[config.mk]
export PLATFORM = sky130hd
export DESIGN_NAME = c2d_ctrl
export DESIGN_NICKNAME = d
export VERILOG_FILES = /design/src/hw/rtl/c2d_pkg.sv /design/src/hw/rtl/c2d_ctrl.sv
export SDC_FILE = /design/constraint.sdc
export NUM_CORES = 1
export LEC_CHECK = 0
export BUFFER_PORTS_ARGS = -buffer_cell sky130_fd_sc_hd__buf_2
export CORE_MARGIN = 10
export CORE_UTILIZATION = 40
export DETAILED_ROUTE_END_ITERATION = 16
export SYNTH_ARGS = -nofsm -noshare
export SYNTH_HDL_FRONTEND = slang
export SYNTH_SLANG_ARGS = --single-unit
[constraint.sdc]
create_clock -name aclk -period 2.13 [get_ports aclk]
set_clock_uncertainty 0.15 [all_clocks]
set_input_delay 0.1065 -clock aclk [delete_from_list [all_inputs] [get_ports aclk]]
set_output_delay 0.1065 -clock aclk [all_outputs]
set_load 0.05 [all_outputs]
[src/hw/rtl/c2d_pkg.sv]
// shared types, constants and register codes for the 2-d correlation engine
// no dependencies; every other file refers to it by scoped names
package c2d_pkg;

    // store geometry
    localparam int MAX_ROWS  = 64;
    localparam int MAX_COLS  = 64;
    localparam int MAX_KDIM  = 7;
    localparam int IMG_DEPTH = MAX_ROWS * MAX_COLS;
    localparam int KER_DEPTH = MAX_KDIM * MAX_KDIM;
    localparam int IMG_AW    = $clog2(IMG_DEPTH);
    localparam int KER_AW    = $clog2(KER_DEPTH);

    // field widths
    localparam int FUNC_W = 2;
    localparam int POS_W  = 12;
    localparam int VAL_W  = 16;
    localparam int ACC_W  = 37;
    localparam int PROD_W = 2 * VAL_W;
    localparam int DIM_W  = 7;
    localparam int KDIM_W = 3;

    // divider runs one quotient bit per cycle
    localparam int DIV_STEPS = POS_W;
    localparam int DIV_CW    = $clog2(DIV_STEPS);

    // apb port
    localparam int PADDR_W = 5;
    localparam int PDATA_W = 32;
    localparam int RIDX_W  = 3;

    // register indexes
    localparam logic [RIDX_W-1:0] REG_MODE       = 3'd0;
    localparam logic [RIDX_W-1:0] REG_IMG_HEIGHT = 3'd1;
    localparam logic [RIDX_W-1:0] REG_IMG_WIDTH  = 3'd2;
    localparam logic [RIDX_W-1:0] REG_KER_HEIGHT = 3'd3;
    localparam logic [RIDX_W-1:0] REG_KER_WIDTH  = 3'd4;

    // input word function codes
    localparam logic [FUNC_W-1:0] FUNC_KER = 2'd0;
    localparam logic [FUNC_W-1:0] FUNC_IMG = 2'd1;
    localparam logic [FUNC_W-1:0] FUNC_REQ = 2'd2;

    // effective geometry derived from the registers
    typedef struct packed {
        logic              mode;
        logic [DIM_W-1:0]  h;
        logic [DIM_W-1:0]  w;
        logic [KDIM_W-1:0] kh;
        logic [KDIM_W-1:0] kw;
        logic [DIM_W-1:0]  oh;
        logic [DIM_W-1:0]  ow;
        logic [KDIM_W-1:0] cr;
        logic [KDIM_W-1:0] cc;
        logic              empty;
    } cfg_t;

    // controller to datapath
    typedef struct packed {
        logic wr_ker;
        logic wr_img;
        logic req_load;
        logic div_step;
        logic mac_start;
        logic tap_issue;
        logic out_load;
    } cmd_t;

    // datapath to controller
    typedef struct packed {
        logic bad;
        logic last_tap;
        logic pipe_busy;
        logic out_free;
    } status_t;

endpackage

[src/hw/rtl/c2d_ctrl.sv]
// sequencer for store writes, position divide, tap walk and result hand-off
// depends on c2d_pkg; drives the datapath through cmd_t and reads status_t
module c2d_ctrl (
    input  logic                         aclk,
    input  logic                         aresetn,
    input  logic                         s_valid,
    output logic                         s_ready,
    input  logic [c2d_pkg::FUNC_W-1:0]   s_func,
    input  c2d_pkg::status_t             status,
    output c2d_pkg::cmd_t                cmd
);

    typedef enum logic [5:0] {
        ST_IDLE  = 6'b000001,
        ST_DIV   = 6'b000010,
        ST_CHECK = 6'b000100,
        ST_MAC   = 6'b001000,
        ST_DRAIN = 6'b010000,
        ST_DONE  = 6'b100000
    } state_t;

    state_t                     state_reg, state_next;
    logic [c2d_pkg::DIV_CW-1:0] div_cnt_reg, div_cnt_next;
    logic                       in_acc;

    assign s_ready = (state_reg == ST_IDLE);
    assign in_acc  = s_valid && s_ready;

    // next state and commands
    always_comb begin
        state_next   = state_reg;
        div_cnt_next = div_cnt_reg;
        cmd          = '0;
        unique case (state_reg)
            ST_IDLE: begin
                if (in_acc) begin
                    cmd.wr_ker   = (s_func == c2d_pkg::FUNC_KER);
                    cmd.wr_img   = (s_func == c2d_pkg::FUNC_IMG);
                    cmd.req_load = (s_func == c2d_pkg::FUNC_REQ);
                    if (s_func == c2d_pkg::FUNC_REQ) begin
                        state_next   = ST_DIV;
                        div_cnt_next = '0;
                    end
                end
            end
            ST_DIV: begin
                cmd.div_step = 1'b1;
                div_cnt_next = div_cnt_reg + 1'b1;
                if (div_cnt_reg == c2d_pkg::DIV_CW'(c2d_pkg::DIV_STEPS - 1)) begin
                    state_next = ST_CHECK;
                end
            end
            ST_CHECK: begin
                if (status.bad) begin
                    state_next = ST_DONE;
                end else begin
                    cmd.mac_start = 1'b1;
                    state_next    = ST_MAC;
                end
            end
            ST_MAC: begin
                cmd.tap_issue = 1'b1;
                if (status.last_tap) begin
                    state_next = ST_DRAIN;
                end
            end
            ST_DRAIN: begin
                if (!status.pipe_busy) begin
                    state_next = ST_DONE;
                end
            end
            ST_DONE: begin
                if (status.out_free) begin
                    cmd.out_load = 1'b1;
                    state_next   = ST_IDLE;
                end
            end
            default: state_next = ST_IDLE;
        endcase
    end

    // state registers
    always_ff @(posedge aclk) begin
        if (!aresetn) begin
            state_reg   <= ST_IDLE;
            div_cnt_reg <= '0;
        end else begin
            state_reg   <= state_next;
            div_cnt_reg <= div_cnt_next;
        end
    end

endmodule

* After elaboration in Yosys (flattened, before gate mapping)
Index checks and enable logic that the tools add are counted. Widths: inputs -> output; s select.
Operators by class: equality and inequality tests 15, $add $sub $neg 1, muxes and demuxes 19, reductions and logical operators 5
Operators by type and width (count):
- $mux 6 | 7
- $pmux 6 s6 | 1
- $mux 4 | 2
- $ne 2x2->1 const B | 4
- $pmux 4 s2 | 1
- $eq 6x1->1 const B | 1
- $eq 6x2->1 const B | 1
- $eq 6x3->1 const B | 1
- $eq 6x4->1 const B | 1
- $eq 6x5->1 const B | 1
- $eq 6x6->1 const B | 1
- $mux 1 | 6
- $mux 3 | 2
- $reduce_and 6->1 | 1
- $add 4x1->4 const B | 1
- $eq 4x4->1 const B | 1
- $ne 2x1->1 const B | 2
- $reduce_and 3->1 | 1
- $eq 2x1->1 const B | 1
- $eq 2x2->1 const B | 1
- $logic_not 2->1 | 1
- $reduce_bool 2->1 | 1
- $logic_and 1x1->1 | 1
Word-level totals: input bits 9, output and inout bits 8, logic and storage cells 42, register bits after elaboration 10

* Longest topological paths before layout
word-level depth 4, gate-level depth with buffers 6, depth with buffers taken out 5

* Worst setup path before layout
Ideal clock, no wire load.
path kind register -> output, from register state_reg[3], to output cmd[6] (netlist name), buffers on the path 1, setup slack -0.801 ns, required time 1.874 ns, stages on the path, launching flop included 5, arrival time 2.674 ns, cells stage by stage dfxtp_1 -> clkbuf_1 -> nor2_1 -> and2_2 -> nor4bb_1
RTL lines:
- start, declared | RTL line c2d_ctrl.sv:22 | state_t state_reg, state_next;
- start signal, assigned | RTL line c2d_ctrl.sv:88 | state_reg <= state_next;
- end, declared | RTL line c2d_ctrl.sv:10 | output c2d_pkg::cmd_t cmd

==> impl_metrics.tcl <==
set metrics [dict create \
    yosysTopAreaCell "dfxtp_1" \
    grt_usage_pct 10.4 \
    drtIter0Drc 28 \
    slew_headroom_pct 71.8 \
    layoutNonFillerInstCount 116 \
    hold_end "state_reg[3]" \
    max_cap_violations 0 \
    setup_viol 0 \
    synth_edf_count 0 \
    synth_area_um2 693 \
    drc 0 \
    n_antenna_cell 0 \
    rsz0062_at_grt "false" \
    die_x_um 61.6 \
    layout_min_cycle_time_ns 2.03 \
    hold_path.class "in -> reg" \
    initial_utilization_pct 44.0 \
    vias_per_cell 5.77 \
    r2r_setup_slack_ns 0.31 \
    cts.htree.levels 1 \
    fp-row-count 14 \
    grt_pass1_vias 696 \
    cts_max_path_buffers 2 \
    synth_cells 82 \
    grt_pass1_wl_um 3020 \
    power_leakage_nw 0.399 \
    vdd_drop_max_v 0.000345 \
    hp-start "status[2]" \
    reg2regPathDepth 4 \
    r2r-start "state_reg[2]" \
    arrival_ns 1.77 \
    cp-start-kind "register" \
    num_vias 669 \
    slew_viol_final 0 \
    cts_buffers 3 \
    grt_overflow_total 0 \
    required_ns 1.87 \
    worst_pin_slew_ns 0.423 \
    yosysSeqAreaShare_pct 28.9 \
    syn2layout_area_growth_pct 23.8 \
    final_util_pct 54.4 \
    ios 17 \
    clock_latency_ns 0.27 \
    holdPathStages 4 \
    endpoint_kind "output port" \
    path_max_fanout 10 \
    synth_common_cells "dfxtp_1 (10), nor2_1 (7), nand2_1 (6), nand3_1 (6)" \
    cts_tree "yes" \
    nNetsFinal 111 \
    ys_types 37 \
    fmax_ghz 0.494 \
    clkTransAtPathRegs_ns 0.07 \
    status "complete, no violations" \
    synth_warnings 0 \
    post_cts_buffers 0 \
    gp_congestion 0.773 \
    root_buffer "clkbuf_4" \
    hpwl_um 1310 \
    largest_reg_flops 6 \
    place_inst 110 \
    fillers 162 \
    syn-num-nets 92 \
    yosys.cell_count.top_type "dfxtp_1" \
    port-buffer-count 16 \
    drive_gt1_share_pct 31.0 \
    synth_flop_cell "dfxtp_1" \
    final_antenna_net_count 0 \
    r2r-end "div_cnt_reg[0]" \
    grt_max_degree 13 \
    core_um2 1580 \
    tns_ns 0 \
    routed_wl_um 1730 \
    synth_top_cell_area_share_pct 28.9 \
    criticalPathCategory "reg -> out" \
    finalHoldViolCount 0 \
    dr.pass1.iters 4 \
    power_density_nw_per_um2 526 \
    syn_area_per_cell_um2 8.45 \
    die_height_um 61.6 \
    routedWlPerCell_um 14.9 \
    die_area_um2 3800 \
    antenna_found_initial 0 \
    async_flop_share_pct 0 \
    ys_top_cells_by_area "dfxtp_1 (29%), and4b_1 (4.3%), nand3_1 (4.3%)" \
    finalCritPeriodShare_pct 95.1 \
    cts.sinks 10 \
    ys_ff_latch 10 \
]
## cells by family (layout without fill, tap and decap cells)
kind of cell               count (synthesis)  count (layout)  synth area share, %
and+or+nand+nor                           46              46                 45.9
AOI/OAI and AO/OA                         11              11                 10.8
DFF                                       10              10                 28.9
buffers and inverters                     10              28                 7.40
xor gates and xnor gates                   3               3                 3.79
adders and majority gates                  1               1                 1.80
muxes                                      1               1                 1.44
## worst max-delay path by stage
stage | startpoint | end | slack (ns) | depth (start not counted)
2_1_floorplan | state_reg[3] | cmd[6] | 0.07 | 4
3_3_place_gp | state_reg[0] | div_cnt_reg[0] | 0.27 | 4
3_5_place_dp | state_reg[0] | div_cnt_reg[0] | 0.23 | 4
4_1_cts | state_reg[2] | cmd[4] | 0.006 | 4
5_1_grt | state_reg[0] | cmd[4] | 0.008 | 4
6_report | state_reg[2] | cmd[4] | 0.10 | 4
## final cells by class
type | instances | area (µm²) | area share [%]
Clock buffer | 4 | 36.3 | 4.23
Inverter | 4 | 15.0 | 1.75
Multi-Input combinational cell | 62 | 465 | 54.2
Sequential cell | 10 | 204 | 23.8
Tap cell | 16 | 20.0 | 2.33
Timing Repair Buffer | 20 | 118 | 13.7
## metal layers
layer / track usage (%) / vias up / wire length (µm)
met4: 3.82 / 0 / 21
met5: 0 / - / 0
li1: - / 334 / -
met2: 16.1 / 24 / 759
met1: 11.8 / 307 / 791
met3: 5.56 / 4 / 161
## through the flow
step           hold slack, ns  power, W  cell area (µm²)  setup WS (ns)
3_3_place_gp            0.194  0.000273              787          0.268
3_5_place_dp            0.201  0.000273              787          0.229
2_1_floorplan          0.0743  0.000253              708         0.0694
6_report               0.0532  0.000452              858          0.104
5_1_grt                0.0960  0.000476              858        0.00763
4_1_cts                0.0411  0.000460              845        0.00619
## report_power, final
| part | total (W) | internal [W] | leakage (nW) | switching (W) |
|---|---|---|---|---|
| combinational | 0.0000781 | 0.0000340 | 0.296 | 0.0000441 |
| sequential | 0.000196 | 0.000190 | 0.0814 | 0.00000603 |
| clock | 0.000178 | 0.000104 | 0.0210 | 0.0000740 |
| total | 0.000452 | 0.000328 | 0.399 | 0.000124 |
## timing repair
action                                  in CTS  in global routing
endpoints found under the setup margin       1                  2
gates cloned                                 0                  0
hold buffers                                 2                  0
gates resized for setup                      1                  4
hold endpoints to repair                     4                  0
## cells in the final DEF (no fill, tap or decap), types with 2 or more instances in the layout
cell type and instances:
a21oi_1 2, and3_1 3, and4b_1 3, buf_2 15, buf_4 2, clkbuf_4 4, dfxtp_1 7, dfxtp_2 3
dlygate4sd3_1 2, inv_1 4, nand2_1 6, nand3_1 6, nand3b_1 4, nor2_1 7, nor3_1 4, nor4b_1 2
nor4b_4 2, o211ai_1 2, xor2_1 3
## worst max-delay path, cell delays in order (launching register included)
cell and delay, ns:
dfxtp_2 0.39, nor4b_4 0.29, or4b_4 0.53, inv_1 0.07
clkbuf_4 0.22
No activity file was read; power rests on OpenSTA's default activity.
