### src/hw/rtl/c2d_pkg.sv
// shared types, constants and register codes for the 2-d correlation engine
// no dependencies; every other file refers to it by scoped names
package c2d_pkg;

    // store geometry
    localparam int MAX_ROWS  = 64;
    localparam int MAX_COLS  = 64;
    localparam int MAX_KDIM  = 7;
    localparam int IMG_DEPTH = MAX_ROWS * MAX_COLS;
    localparam int KER_DEPTH = MAX_KDIM * MAX_KDIM;
    localparam int IMG_AW    = $clog2(IMG_DEPTH);
    localparam int KER_AW    = $clog2(KER_DEPTH);

    // field widths
    localparam int FUNC_W = 2;
    localparam int POS_W  = 12;
    localparam int VAL_W  = 16;
    localparam int ACC_W  = 37;
    localparam int PROD_W = 2 * VAL_W;
    localparam int DIM_W  = 7;
    localparam int KDIM_W = 3;

    // divider runs one quotient bit per cycle
    localparam int DIV_STEPS = POS_W;
    localparam int DIV_CW    = $clog2(DIV_STEPS);

    // apb port
    localparam int PADDR_W = 5;
    localparam int PDATA_W = 32;
    localparam int RIDX_W  = 3;

    // register indexes
    localparam logic [RIDX_W-1:0] REG_MODE       = 3'd0;
    localparam logic [RIDX_W-1:0] REG_IMG_HEIGHT = 3'd1;
    localparam logic [RIDX_W-1:0] REG_IMG_WIDTH  = 3'd2;
    localparam logic [RIDX_W-1:0] REG_KER_HEIGHT = 3'd3;
    localparam logic [RIDX_W-1:0] REG_KER_WIDTH  = 3'd4;

    // input word function codes
    localparam logic [FUNC_W-1:0] FUNC_KER = 2'd0;
    localparam logic [FUNC_W-1:0] FUNC_IMG = 2'd1;
    localparam logic [FUNC_W-1:0] FUNC_REQ = 2'd2;

    // effective geometry derived from the registers
    typedef struct packed {
        logic              mode;
        logic [DIM_W-1:0]  h;
        logic [DIM_W-1:0]  w;
        logic [KDIM_W-1:0] kh;
        logic [KDIM_W-1:0] kw;
        logic [DIM_W-1:0]  oh;
        logic [DIM_W-1:0]  ow;
        logic [KDIM_W-1:0] cr;
        logic [KDIM_W-1:0] cc;
        logic              empty;
    } cfg_t;

    // controller to datapath
    typedef struct packed {
        logic wr_ker;
        logic wr_img;
        logic req_load;
        logic div_step;
        logic mac_start;
        logic tap_issue;
        logic out_load;
    } cmd_t;

    // datapath to controller
    typedef struct packed {
        logic bad;
        logic last_tap;
        logic pipe_busy;
        logic out_free;
    } status_t;

endpackage

### src/hw/rtl/c2d_cfg.sv
// apb register file and derived output geometry
// depends on c2d_pkg
module c2d_cfg (
    input  logic                         aclk,
    input  logic                         aresetn,
    input  logic                         psel,
    input  logic                         penable,
    input  logic                         pwrite,
    input  logic [c2d_pkg::PADDR_W-1:0]  paddr,
    input  logic [c2d_pkg::PDATA_W-1:0]  pwdata,
    output logic [c2d_pkg::PDATA_W-1:0]  prdata,
    output logic                         pready,
    output c2d_pkg::cfg_t                cfg
);

    logic                          mode_reg;
    logic [c2d_pkg::DIM_W-1:0]     img_height_reg;
    logic [c2d_pkg::DIM_W-1:0]     img_width_reg;
    logic [c2d_pkg::KDIM_W-1:0]    ker_height_reg;
    logic [c2d_pkg::KDIM_W-1:0]    ker_width_reg;
    logic [c2d_pkg::RIDX_W-1:0]    reg_idx;
    logic                          wr_en;
    logic [c2d_pkg::DIM_W-1:0]     h_sat;
    logic [c2d_pkg::DIM_W-1:0]     w_sat;
    logic signed [c2d_pkg::DIM_W:0] oh_s;
    logic signed [c2d_pkg::DIM_W:0] ow_s;

    assign pready  = 1'b1;
    assign reg_idx = paddr[c2d_pkg::PADDR_W-1:2];
    assign wr_en   = psel && penable && pwrite;

    // register writes
    always_ff @(posedge aclk) begin
        if (!aresetn) begin
            mode_reg       <= 1'b0;
            img_height_reg <= c2d_pkg::DIM_W'(c2d_pkg::MAX_ROWS);
            img_width_reg  <= c2d_pkg::DIM_W'(c2d_pkg::MAX_COLS);
            ker_height_reg <= c2d_pkg::KDIM_W'(3);
            ker_width_reg  <= c2d_pkg::KDIM_W'(3);
        end else if (wr_en) begin
            unique case (reg_idx)
                c2d_pkg::REG_MODE:       mode_reg       <= pwdata[0];
                c2d_pkg::REG_IMG_HEIGHT: img_height_reg <= pwdata[c2d_pkg::DIM_W-1:0];
                c2d_pkg::REG_IMG_WIDTH:  img_width_reg  <= pwdata[c2d_pkg::DIM_W-1:0];
                c2d_pkg::REG_KER_HEIGHT: ker_height_reg <= pwdata[c2d_pkg::KDIM_W-1:0];
                c2d_pkg::REG_KER_WIDTH:  ker_width_reg  <= pwdata[c2d_pkg::KDIM_W-1:0];
                default: ;
            endcase
        end
    end

    // read mux
    always_comb begin
        unique case (reg_idx)
            c2d_pkg::REG_MODE:       prdata = c2d_pkg::PDATA_W'(mode_reg);
            c2d_pkg::REG_IMG_HEIGHT: prdata = c2d_pkg::PDATA_W'(img_height_reg);
            c2d_pkg::REG_IMG_WIDTH:  prdata = c2d_pkg::PDATA_W'(img_width_reg);
            c2d_pkg::REG_KER_HEIGHT: prdata = c2d_pkg::PDATA_W'(ker_height_reg);
            c2d_pkg::REG_KER_WIDTH:  prdata = c2d_pkg::PDATA_W'(ker_width_reg);
            default:                 prdata = '0;
        endcase
    end

    // image size saturates at the store size; kernel registers cannot exceed it
    assign h_sat = (img_height_reg > c2d_pkg::DIM_W'(c2d_pkg::MAX_ROWS))
                 ? c2d_pkg::DIM_W'(c2d_pkg::MAX_ROWS) : img_height_reg;
    assign w_sat = (img_width_reg > c2d_pkg::DIM_W'(c2d_pkg::MAX_COLS))
                 ? c2d_pkg::DIM_W'(c2d_pkg::MAX_COLS) : img_width_reg;

    // output grid: full image in same mode, shrunk by kernel-1 in valid mode
    always_comb begin
        if (mode_reg) begin
            oh_s = $signed({1'b0, h_sat});
            ow_s = $signed({1'b0, w_sat});
        end else begin
            oh_s = $signed({1'b0, h_sat}) - $signed({5'b0, ker_height_reg})
                 + $signed((c2d_pkg::DIM_W+1)'(1));
            ow_s = $signed({1'b0, w_sat}) - $signed({5'b0, ker_width_reg})
                 + $signed((c2d_pkg::DIM_W+1)'(1));
        end
    end

    assign cfg.mode  = mode_reg;
    assign cfg.h     = h_sat;
    assign cfg.w     = w_sat;
    assign cfg.kh    = ker_height_reg;
    assign cfg.kw    = ker_width_reg;
    assign cfg.oh    = oh_s[c2d_pkg::DIM_W-1:0];
    assign cfg.ow    = ow_s[c2d_pkg::DIM_W-1:0];
    assign cfg.cr    = mode_reg ? (ker_height_reg >> 1) : '0;
    assign cfg.cc    = mode_reg ? (ker_width_reg >> 1) : '0;
    assign cfg.empty = (h_sat == '0) || (w_sat == '0) || (ker_height_reg == '0)
                    || (ker_width_reg == '0) || (oh_s <= 0) || (ow_s <= 0);

endmodule

### config.mk
export PLATFORM = sky130hd
export DESIGN_NAME = c2d_cfg
export DESIGN_NICKNAME = d
export VERILOG_FILES = /design/src/hw/rtl/c2d_pkg.sv /design/src/hw/rtl/c2d_cfg.sv
export SDC_FILE = /design/constraint.sdc
export NUM_CORES = 1
export LEC_CHECK = 0
export CAP_MARGIN = 20
export CELL_PAD_IN_SITES_DETAIL_PLACEMENT = 2
export CELL_PAD_IN_SITES_GLOBAL_PLACEMENT = 2
export CORE_MARGIN = 2
export CORE_UTILIZATION = 37
export CTS_CLUSTER_DIAMETER = 150
export DETAILED_ROUTE_END_ITERATION = 8
export DONT_BUFFER_PORTS = 1
export GPL_TIMING_DRIVEN = 0
export HOLD_SLACK_MARGIN = 0.08
export PLACE_DENSITY_LB_ADDON = 0.1
export SETUP_SLACK_MARGIN = 0.15
export SLEW_MARGIN = 10
export SYNTH_ARGS = -nofsm -noshare
export SYNTH_HDL_FRONTEND = slang
export SYNTH_SLANG_ARGS = --single-unit
export TNS_END_PERCENT = 50
### constraint.sdc
create_clock -name aclk -period 7.4 [get_ports aclk]
set_clock_uncertainty 0.2 [all_clocks]
set_input_delay 1.48 -clock aclk [delete_from_list [all_inputs] [get_ports aclk]]
set_output_delay 1.48 -clock aclk [all_outputs]
set_load 0.005 [all_outputs]
; ---- After elaboration in Yosys (flattened, before gate mapping)
; Cells that the tools add are included.
[totals]
ff_bits = 21
input_bits = 42
output_inout_bits = 75
word_cells = 41
[op_classes]
n_addsub = 4
n_lt_le_gt_ge = 4
eq_ne = 4
muxes = 7
n_reduce_logical = 17
[ops]
columns = cell, n
row1 = 7-bit case mux with 5 select lines, 1
row2 = "8-bit by 2-bit adder with 8-bit output, second input constant", 2
row3 = "8-bit by 1-bit <= comparator with 1-bit output, second input constant", 2
row4 = 8-bit 2-to-1 mux, 2
row5 = 7-bit by 3-bit subtractor with 8-bit output, 2
row6 = "7-bit greater-than comparator, second input constant", 2
row7 = 7-bit zero test, 2
row8 = 7-bit 2-to-1 mux, 2
row9 = 2-bit AND reduction, 5
row10 = 3-bit zero test, 3
row11 = "3-bit by 2-bit == test with 1-bit output, second input constant", 2
row12 = 1-bit logical OR, 5
row13 = 2-bit 2-to-1 mux, 2
row14 = "3-bit by 1-bit == test with 1-bit output, second input constant", 1
row15 = "3-bit == test, second input constant", 1
row16 = 1-bit logical AND, 2

; ---- Depth between registers and ports, before layout
; Gate-level depths: netlist of the first run.
[depth]
depth_word = 8
mapped_depth = 12

; ---- Worst setup path before layout of the first run
; No wires, ideal clock.
[synth_path]
path_kind = register -> output
startpoint = register img_width_reg[6] (netlist name)
endpoint = output cfg[0] (netlist name)
t_arrival_ns = 2.734
required_ns = 5.720
setup_slack_ns = 2.986
stages_incl_launch_ff = 13
path_buffers = 1
path_cell_list = dfxtp_1 clkbuf_1 nand2b_1 ha_1 inv_1 ha_1 fa_1 a21o_1 a21oi_1 xnor2_1 o21ai_0 or4_4 o211ai_2
[synth_rtl]
columns = item, line_no
row1 = from (decl), c2d_cfg.sv:18  ; logic [c2d_pkg::DIM_W-1:0] img_width_reg;
row2 = from (signal assigned), c2d_cfg.sv:37  ; img_width_reg <= c2d_pkg::DIM_W'(c2d_pkg::MAX_COLS);
row3 = from (signal assigned), c2d_cfg.sv:44  ; c2d_pkg::REG_IMG_WIDTH: img_width_reg <= pwdata[c2d_pkg::DIM_W-1:0];
row4 = to (decl), c2d_cfg.sv:13  ; output c2d_pkg::cfg_t cfg

==> key figures, run 1 <==
Drt
  – Via count: 1920
  – WL/cell: approximately 17 um
  – Antenna violation net count after detailed routing: 0
  – Drt first pass iters: 4
  – Via density: just over 5
  – Met1 Wirelength: 2840 um
  – Max Used Layer: met4
  – WL final: ~6500 um
  – Starting DRT DRC Count: 28
  – DRC viols: 0
  – Met3 WL: between 200 and 250 um
  – Routed wl met2: about 3300 um

Worst hold path
  – Hold Crit Endpoint: img_height_reg[0]$_SDFFE_PN0P_
  – Hold crit path type: reg -> reg
  – Hold Path Depth: 2
  – Hold_sp: img_height_reg[0]$_SDFFE_PN0P_

STA
  – Setup_tns: 0 ps
  – Max Clk Rate: between 150 and 200 MHz
  – Final Max Slew Viols: 0
  – Final hold vios: 0
  – Actual slew at the worst max-slew pin: 615 ps
  – Tmin final: about 5000 ps
  – Tcrit/Tclk final: between 60 and 70%
  – Final Setup Violations: 0
  – Worst slew margin relative to its limit: about 60%
  – RSZ-0062 raised after global routing: no

Worst setup path
  – Required time of the worst setup path: around 5700 ps
  – Max FO, Critical Path: 10
  – Setup crit end kind: primary output
  – Crit path DAT: ~3300 ps
  – Kind of critical path: reg -> out
  – R2R Path End: mode_reg$_SDFFE_PN0P_
  – Worst R2R Start: mode_reg$_SDFFE_PN0P_
  – R2R depth: 4
  – Worst setup SP type: flop
  – Flop2flop setup slack: approximately 5700 ps

Clock tree
  – CTS Root Cell: clkbuf_8
  – PostCTS Resize Cnt: 0
  – Post-CTS setup buffer count: 0
  – Clock Path Buffers: 2
  – CTS tree: yes
  – Clock net sink count: 21
  – H-Tree Depth: 1
  – Worst-path clk slew: roughly 80 ps
  – CTS buffer count: 3
  – Clock latency at the later pin of the worst-skew pair: roughly 260 ps
  – Post-CTS Hold Fix Bufs: 0

Floorplanning
  – DIE WIDTH: between 80 and 90 um
  – Starting Density: between 30% and 40%
  – DIE HEIGHT: 81.1 um
  – I/O pin cnt: about 120
  – Core ar.: a little under 0.006 mm^2
  – Die ar.: roughly 0.0066 mm^2
  – FP Rows: 28

Logic synthesis
  – Count of cell types in the netlist: 42
  – Post-synthesis cell count: 270
  – Ys async rst share: 0%
  – Sequential fraction of the synthesis area: 19.1%
  – Register bit count reported by yosys: 21
  – YS warnings: 0
  – Dominant synthesized flop cell: dfxtp_1
  – Post-synth EDFFs: 0
  – Syn avg cell area: just over 8 um^2
  – Mapped cell area: 0.00220 mm^2

Power and ir drop
  – IR Drop Worst-Case VDD: 0.0864 mV
  – Sequential power share: about half
  – Lkg Pwr: around 1.1 nW
  – P_sw: roughly 0.058 mW
  – Pwr dens: between 90 and 100 mW/mm^2
  – Internal Dissipation: between 0.15 and 0.2 mW
  – Logic gate share of total power: ~15%
  – Switching share of power: between 20% and 30%
  – Clock share of power: approximately a third

Final layout
  – Diodes inserted: 0
  – Area Growth Syn to Fin: 10.7%
  – Final instance area: 0.00244 mm^2
  – Final non-filler cell total: around 380
  – FILL cells: between 700 and 800
  – Share of cells above drive strength 1: 16.0%
  – Final Util: between 40% and 50%
  – Final #Nets: 363

Global route
  – Largest net degree at the start of global routing: 12
  – Tot GR Track Use: between 20% and 30%
  – Global-route wire length before repair: about 10000 um
  – Overall overflow remaining after global route: 0
  – Vias in the first global route: around 1.9k
  – Initial antenna violation count: 0

Status
  – Status: complete, no violations

Placement
  – Placed cell area: roughly 0.0024 mm^2
  – GP Congestion: just over 0.8
  – Inst Count DP: ~370
  – Port Buffers: 0
  – Dpl hpwl: ~5400 um

Job
  – Max-cap violations: 0
Yosys cell counts, types with 4 or more instances:
| master | instances | area, um^2 |
|---|---|---|
| a21oi_1 | 7 | 35.0 |
| a22oi_1 | 6 | 45.0 |
| and2_1 | 6 | 37.5 |
| buf_2 | 4 | 20.0 |
| buf_4 | 29 | 218 |
| clkbuf_1 | 11 | 41.3 |
| dfxtp_1 | 21 | 420 |
| ha_1 | 18 | 225 |
| inv_1 | 22 | 82.6 |
| mux2_2 | 6 | 67.6 |
| mux2i_1 | 25 | 250 |
| nand2_1 | 11 | 41.3 |
| nand2b_1 | 10 | 62.6 |
| nor2_1 | 13 | 48.8 |
| nor2b_1 | 24 | 150 |
| nor3_1 | 4 | 20.0 |
| nor4_1 | 5 | 31.3 |
| o21ai_0 | 7 | 35.0 |
| xor2_1 | 4 | 35.0 |
metrics by stage:
stage               power [mW]  setup slack [ps]  hold WS (ps)
floorplan                0.147              2990           307
CTS                      0.229              2330           361
global route             0.239              2130           389
global placement         0.151              2710           331
finish                   0.228              2380           357
detailed placement       0.152              2620           350
power by group through the flow:
stage | combinational (mW) | sequential, mW | clock, mW
3_3_place_gp | 0.0334 | 0.118 | 0
6_report | 0.0346 | 0.115 | 0.0781
5_1_grt | 0.0388 | 0.115 | 0.0847
3_5_place_dp | 0.0341 | 0.118 | 0
2_1_floorplan | 0.0296 | 0.117 | 0
4_1_cts | 0.0342 | 0.115 | 0.0796
layout make-up:
cell class / count / area [um^2] / area share (%)
flip-flops and latches: 21 / 420 / 17.2
clock buffers: 4 / 45.0 / 1.85
multi-input cells: 208 / 1510 / 61.8
plain buffers: 45 / 290 / 11.9
inverters: 22 / 82.6 / 3.39
well taps: 75 / 93.8 / 3.85
logic make-up after synthesis:
| kind of cell | Yosys count | synth area share, % |
|---|---|---|
| buffers and inverters | 67 | 16.9 |
| AOI/OAI and AO/OA | 35 | 11.1 |
| muxes | 32 | 15.5 |
| and+or+nand+nor | 86 | 22.3 |
| DFF | 21 | 19.1 |
| adders and majority gates | 20 | 12.0 |
| other | 2 | 0.341 |
| xor gates and xnor gates | 7 | 2.78 |
layout by cell type, fill, tap and decap left out, types with 3 or more instances in the layout:
| master | Yosys | final |
|---|---|---|
| nor3_1 | 4 | 4 |
| clkbuf_1 | 11 | 12 |
| dfxtp_1 | 21 | 21 |
| nand3b_1 | 3 | 3 |
| buf_4 | 29 | 29 |
| nor2_1 | 13 | 13 |
| a22oi_1 | 6 | 6 |
| xor2_1 | 4 | 4 |
| nand2_1 | 11 | 11 |
| clkbuf_8 | 0 | 3 |
| conb_1 | 2 | 28 |
| o22ai_1 | 3 | 3 |
| o211ai_1 | 3 | 3 |
| inv_1 | 22 | 22 |
| nor2b_1 | 24 | 24 |
| mux2i_1 | 25 | 25 |
| nand2b_1 | 10 | 10 |
| nor4_1 | 5 | 5 |
| xnor2_1 | 3 | 3 |
| o21ai_0 | 7 | 7 |
| ha_1 | 18 | 18 |
| and2_1 | 6 | 6 |
| a21oi_1 | 7 | 7 |
| buf_2 | 4 | 4 |
| mux2_2 | 6 | 6 |
metal layers:
metal / track usage [%] / up-vias
met5: 0 / -
met2: 36.9 / 46
li1: - / 926
met1: 25.1 / 939
met4: 5.25 / 0
met3: 2.78 / 9
worst max path at each step:
stage                         to  slack, ps                           from  cells after the start
after floorplan           cfg[0]       2990  img_width_reg[6]$_SDFFE_PN1P_                     12
after global placement    cfg[0]       2710  img_width_reg[6]$_SDFFE_PN1P_                     11
after detailed placement  cfg[0]       2620  img_width_reg[6]$_SDFFE_PN1P_                     11
after CTS                 cfg[0]       2330  img_width_reg[6]$_SDFFE_PN1P_                     11
after global routing      cfg[0]       2130  img_width_reg[6]$_SDFFE_PN1P_                     11
final                     cfg[0]       2380  img_width_reg[6]$_SDFFE_PN1P_                     11
worst max-delay path: stages, from the launching register on:
cell      delay, ps
dfxtp_1         390
clkbuf_1        350
nor2b_1         190
ha_1            230
ha_1            210
fa_1            410
a21o_1          180
a21oi_1         210
xnor2_1         140
o21ai_0         140
or4_4           550
o211ai_2         90
No activity file was read; power rests on OpenSTA's default activity.
==> run 2: changes to the inputs <==
- CORE_UTILIZATION: 37 -> 31
- clock period: 7.4 -> 4.23 ns (I/O delays scaled with it)
==> run 2 against run 1 <==
Against the previous run: sequential share of layout area fell by 1.1 points; flip-flop and latch count did not move; final area rose by 8.6%; register-to-register slack got worse by 3200 ps; sequential power rose by 75%; non-clock buffer count rose by 7; setup slack got worse by 2100 ps; routed wire length rose by 4.1%; critical path type unchanged; critical path depth rose by 1; count of clock-buffer cells in the layout fell by 1; cell count rose by 7.5%.
==> key figures, run 2 (synthesized netlist as in run 1, its figures left out) <==
Status
  – Status: complete, no violations

Global route
  – GR Util met1: between 20 and 25%
  – Overall overflow remaining after global route: 0
  – Tot GR Track Use: about 17%
  – Global-route wire length before repair: roughly 10000 um
  – Initial antenna violation count: 0
  – Gr busiest metal: met2
  – Met2 usage: between 30% and 40%
  – Largest net degree at the start of global routing: 13
  – Met3 GRT Util: under 10%
  – Vias in the first global route: 1953

Clock tree
  – Clock net sink count: 21
  – CTS buffer count: 3
  – H-Tree Depth: 1
  – Worst-path clk slew: ~80 ps
  – CTS tree: yes
  – Clock Path Buffers: 2
  – CTS Root Cell: clkbuf_8
  – Clock latency at the later pin of the worst-skew pair: between 200 and 300 ps

STA
  – Final Max Slew Viols: 0
  – Final hold vios: 0
  – Actual slew at the worst max-slew pin: around 640 ps
  – RSZ-0062 raised after global routing: no
  – Final Setup Violations: 0
  – Setup_tns: 0 ps
  – Max Clk Rate: ~250 MHz
  – Worst slew margin relative to its limit: roughly 57%
  – Fin Hold WS: 371 ps
  – Tmin final: about 4000 ps
  – Final setup margin: 260 ps
  – Tcrit/Tclk final: 93.8%

Floorplanning
  – Die ar.: between 0.007 and 0.008 mm^2
  – Core ar.: 0.00683 mm^2
  – FP Rows: 30
  – DIE WIDTH: ~90 um
  – DIE HEIGHT: slightly below 90 um
  – Starting Density: between 30% and 40%
  – I/O pin cnt: 117

Final layout
  – Final #Nets: 370
  – FILL cells: ~820
  – Most common cell after layout, fill and taps aside: buf_4
  – Most frequent cells in the layout: buf_4, conb_1, mux2i_1, inv_1, nor2b_1
  – Diodes inserted: 0
  – Final Util: 38.8%
  – Area Growth Syn to Fin: 20.3%
  – Share of cells above drive strength 1: roughly 25%

Worst setup path
  – Setup crit end kind: primary output
  – Critical path, cell by cell: buf_8 -> nand2b_4 -> ha_4 -> inv_2 -> ha_4 -> fa_2 -> a21o_1 -> a21oi_2 -> xnor2_2 -> o21ai_2 -> or4_4 -> o211ai_4
  – Crit path DAT: around 2900 ps
  – CP Buf/Inv Count: 2
  – Worst path max stage delay: about 540 ps
  – Kind of critical path: reg -> out
  – Most used cell, CP: ha_4
  – Crit-path slowest cell: or4_4
  – Worst setup SP type: flop
  – Delay-heaviest family, CP: adder cells
  – Max FO, Critical Path: 5
  – Required time of the worst setup path: 3180 ps

Drt
  – Drt first pass iters: 4
  – Starting DRT DRC Count: 25
  – Via count: 1944
  – WL/cell: 16.8 um
  – Via density: roughly 4.8
  – DRC viols: 0
  – Antenna violation net count after detailed routing: 0
  – WL final: 6750 um

Power and ir drop
  – Total power: around 0.40 mW
  – IR Drop Worst-Case VDD: approximately 0.19 mV
  – Pwr dens: 150 mW/mm^2
  – Lkg Pwr: ~1.2 nW

Placement
  – GP Congestion: 0.842
  – Dpl hpwl: roughly 5500 um
  – Setup WS pre-CTS: ~62 ps
  – Port Buffers: 0

Worst hold path
  – Hold crit path type: reg -> reg

Job
  – Max-cap violations: 0
[run 2: tightest hold or removal path: stages (launching register included)]
cell and delay, ps:
dfxtp_1 350, mux2i_1 130, nor2b_1 50
[run 2: area by class of cell]
cell class	count	area (um^2)	area share, %
clock inverters	1	5.00	0.189
plain buffers	45	309	11.7
repair buffers	7	52.6	1.98
multi-input cells	208	1610	60.8
clock buffers	3	41.3	1.56
inverters	22	82.6	3.12
flip-flops and latches	21	427	16.1
well taps	96	120	4.53
[run 2: repair_timing]
action,4_1_cts,5_1_grt
hold buffers,0,0
cloned,0,0
pin swaps,7,9
setup endpoints to repair,3,2
buffers inserted,4,3
gates resized for setup,17,17
[run 2: routing by layer]
metal  vias to the layer above  routed length (um)
li1                        935                   -
met1                       957                2920
met2                        47                3400
met3                         5                 367
met4                         0                  57
met5                         -                   0
[run 2: through the flow]
stage          instances  cell area (um^2)
2_1_floorplan        296              2300
4_1_cts              400              2550
5_1_grt              403              2650
6_report             403              2650
3_5_place_dp         392              2420
3_3_place_gp         392              2420
[run 2: power by group]
group	switching, mW	internal (mW)	total (mW)	leakage (nW)
clock network	0.0687	0.0657	0.134	0.0255
registers	0.00257	0.198	0.201	0.169
logic	0.0308	0.0323	0.0631	0.969
total	0.102	0.297	0.399	1.16
[run 2: path summary, 6_finish.rpt]
kind,startpoint,end,slack (ps),cells past startpoint
worst min-delay path,img_width_reg[4]$_SDFFE_PN0P_,img_width_reg[4]$_SDFFE_PN0P_,370,2
worst max-delay path,img_width_reg[6]$_SDFFE_PN1P_,cfg[0],260,12
worst max register to register,mode_reg$_SDFFE_PN0P_,mode_reg$_SDFFE_PN0P_,2430,4
worst min register to register,img_width_reg[4]$_SDFFE_PN0P_,img_width_reg[4]$_SDFFE_PN0P_,370,2
==> run 3: changes to the inputs <==
- PLACE_DENSITY_LB_ADDON: 0.1 -> 0.3
==> run 3 against run 2 <==
Against the previous run: power decreased by 0.72%; highest routed layer unchanged; critical path depth unchanged; cell count rose by 0.25%; largest power group unchanged; critical path type unchanged; combinational power about the same; final area down 0.52%; die area unchanged; routed wire length grew 2.8%; critical endpoint unchanged.
==> key figures, run 3 (synthesized netlist as in run 1, its figures left out) <==
Status
  – Status: complete, no violations

Global route
  – Tot GR Track Use: 17.5%
  – Largest net degree at the start of global routing: 12
  – Global-route wire length before repair: 10600 um
  – Overall overflow remaining after global route: 0
  – Vias in the first global route: between 2k and 2.5k
  – Initial antenna violation count: 0

STA
  – Final Setup Violations: 0
  – Tmin final: around 4000 ps
  – Tcrit/Tclk final: a little over nine tenths
  – Worst slew margin relative to its limit: 59.6%
  – Setup_tns: 0 ps
  – Fin Hold WS: roughly 360 ps
  – Final Max Slew Viols: 0
  – RSZ-0062 raised after global routing: yes
  – Max Clk Rate: ~250 MHz
  – Final hold vios: 0
  – Actual slew at the worst max-slew pin: 606 ps

Floorplanning
  – Die ar.: 0.00779 mm^2
  – I/O pin cnt: between 100 and 150
  – DIE HEIGHT: roughly 88 um
  – Core ar.: approximately 0.0068 mm^2
  – Starting Density: 32.2%
  – DIE WIDTH: about 90 um
  – FP Rows: 30

Final layout
  – Area Growth Syn to Fin: 19.7%
  – Share of cells above drive strength 1: between 20% and 30%
  – Diodes inserted: 0
  – Most common cell after layout, fill and taps aside: buf_4
  – Total area of sequential cells: roughly 430 um^2
  – Multi-input logic area: roughly 0.0016 mm^2
  – Most frequent cells in the layout: buf_4, conb_1, mux2i_1, inv_1, nor2b_1
  – Final #Nets: between 300 and 400
  – FILL cells: about 840

Worst setup path
  – Worst setup SP type: flop
  – Crit-path slowest cell: or4_4
  – Kind of critical path: reg -> out
  – Crit path DAT: around 3000 ps
  – Worst R2R Start: mode_reg$_SDFFE_PN0P_
  – Most used cell, CP: ha_4
  – Flop2flop setup slack: about 2500 ps
  – Required time of the worst setup path: roughly 3200 ps
  – Critical path, cell by cell: buf_8 -> nand2b_4 -> ha_4 -> inv_2 -> ha_4 -> fa_2 -> a21o_1 -> a21oi_2 -> xnor2_1 -> o21ai_2 -> or4_4 -> o211ai_4
  – R2R Path End: mode_reg$_SDFFE_PN0P_
  – Max FO, Critical Path: 5
  – Worst path max stage delay: approximately 570 ps
  – Setup crit end kind: primary output
  – R2R depth: 4

Drt
  – DRC viols: 0
  – WL/cell: roughly 17 um
  – WL final: approximately 6900 um
  – Starting DRT DRC Count: 35
  – Via density: about 4.9
  – Antenna violation net count after detailed routing: 0
  – Via count: approximately 2.0k
  – Drt first pass iters: 4

Placement
  – Dpl hpwl: 5570 um
  – GP Congestion: between 0.8 and 0.9
  – Port Buffers: 0

Clock tree
  – CTS tree: yes
  – Clock latency at the later pin of the worst-skew pair: around 260 ps
  – Clock net sink count: 21
  – Worst-path clk slew: about 80 ps
  – CTS buffer count: 3
  – H-Tree Depth: 1
  – Clock Path Buffers: 2
  – CTS Root Cell: clkbuf_8

Power and ir drop
  – IR Drop Worst-Case VDD: 0.125 mV
  – Pwr dens: 150 mW/mm^2
  – Lkg Pwr: approximately 1.2 nW

Worst hold path
  – Hold crit path type: reg -> reg
  – Hold Crit Endpoint: img_width_reg[4]$_SDFFE_PN0P_
  – Hold Path Depth: 2
  – Hold_sp: img_width_reg[4]$_SDFFE_PN0P_

Job
  – Max-cap violations: 0
run 3: through the flow:
step	cell area, um^2	instances	total power, mW	util, %	worst slack, ps
floorplan	2300	296	0.257	-	450
global placement	2420	392	0.265	35.4	128
detailed placement	2420	392	0.266	35.4	76.1
CTS	2520	396	0.400	36.8	158
global route	2640	404	0.418	38.6	54.9
finish	2640	404	0.396	38.6	187
run 3: critical path: cells and delay by family, from the launching register on:
kind            cells  cell delay [ps]
compound gates      4              550
xor+xnor            1              150
fa+ha+maj           3              790
buf+inv             2              170
flops               1              360
simple gates        2              720
run 3: per-layer routing:
| layer | GRT usage, % | wire length (um) |
|---|---|---|
| met3 | 3.17 | 356 |
| met5 | 0 | 0 |
| met1 | 21.5 | 2970 |
| met4 | 3.31 | 85 |
| met2 | 32.1 | 3520 |
run 3: worst max path at each step:
stage	from	to	slack, ps	cells past startpoint
2_1_floorplan	img_width_reg[6]$_SDFFE_PN1P_	cfg[0]	450	12
3_3_place_gp	img_width_reg[6]$_SDFFE_PN1P_	cfg[0]	130	11
3_5_place_dp	img_width_reg[6]$_SDFFE_PN1P_	cfg[0]	80	11
4_1_cts	img_width_reg[6]$_SDFFE_PN1P_	cfg[0]	160	12
5_1_grt	img_width_reg[6]$_SDFFE_PN1P_	cfg[0]	50	12
6_report	img_width_reg[6]$_SDFFE_PN1P_	cfg[0]	190	12
run 3: cell type report:
class / count / area share [%]
multi-input combinational: 208 / 59.9
sequential: 21 / 16.1
buffer: 45 / 11.6
tap: 96 / 4.56
inverter: 22 / 3.13
timing repair buffer: 8 / 2.94
clock buffer: 4 / 1.71
run 3: where the power goes:
part	switching (mW)	internal [mW]
Combinational	0.0304	0.0325
Sequential	0.00255	0.198
Clock	0.0647	0.0671
Total	0.0977	0.298
run 3: what timing repair did:
item / 4_1_cts / 5_1_grt
gates cloned: 0 / 1
resized for setup: 17 / 10
endpoints found under the setup margin: 3 / 1
setup buffers: 0 / 7
hold buffers: 0 / 0
pin swaps: 2 / 7
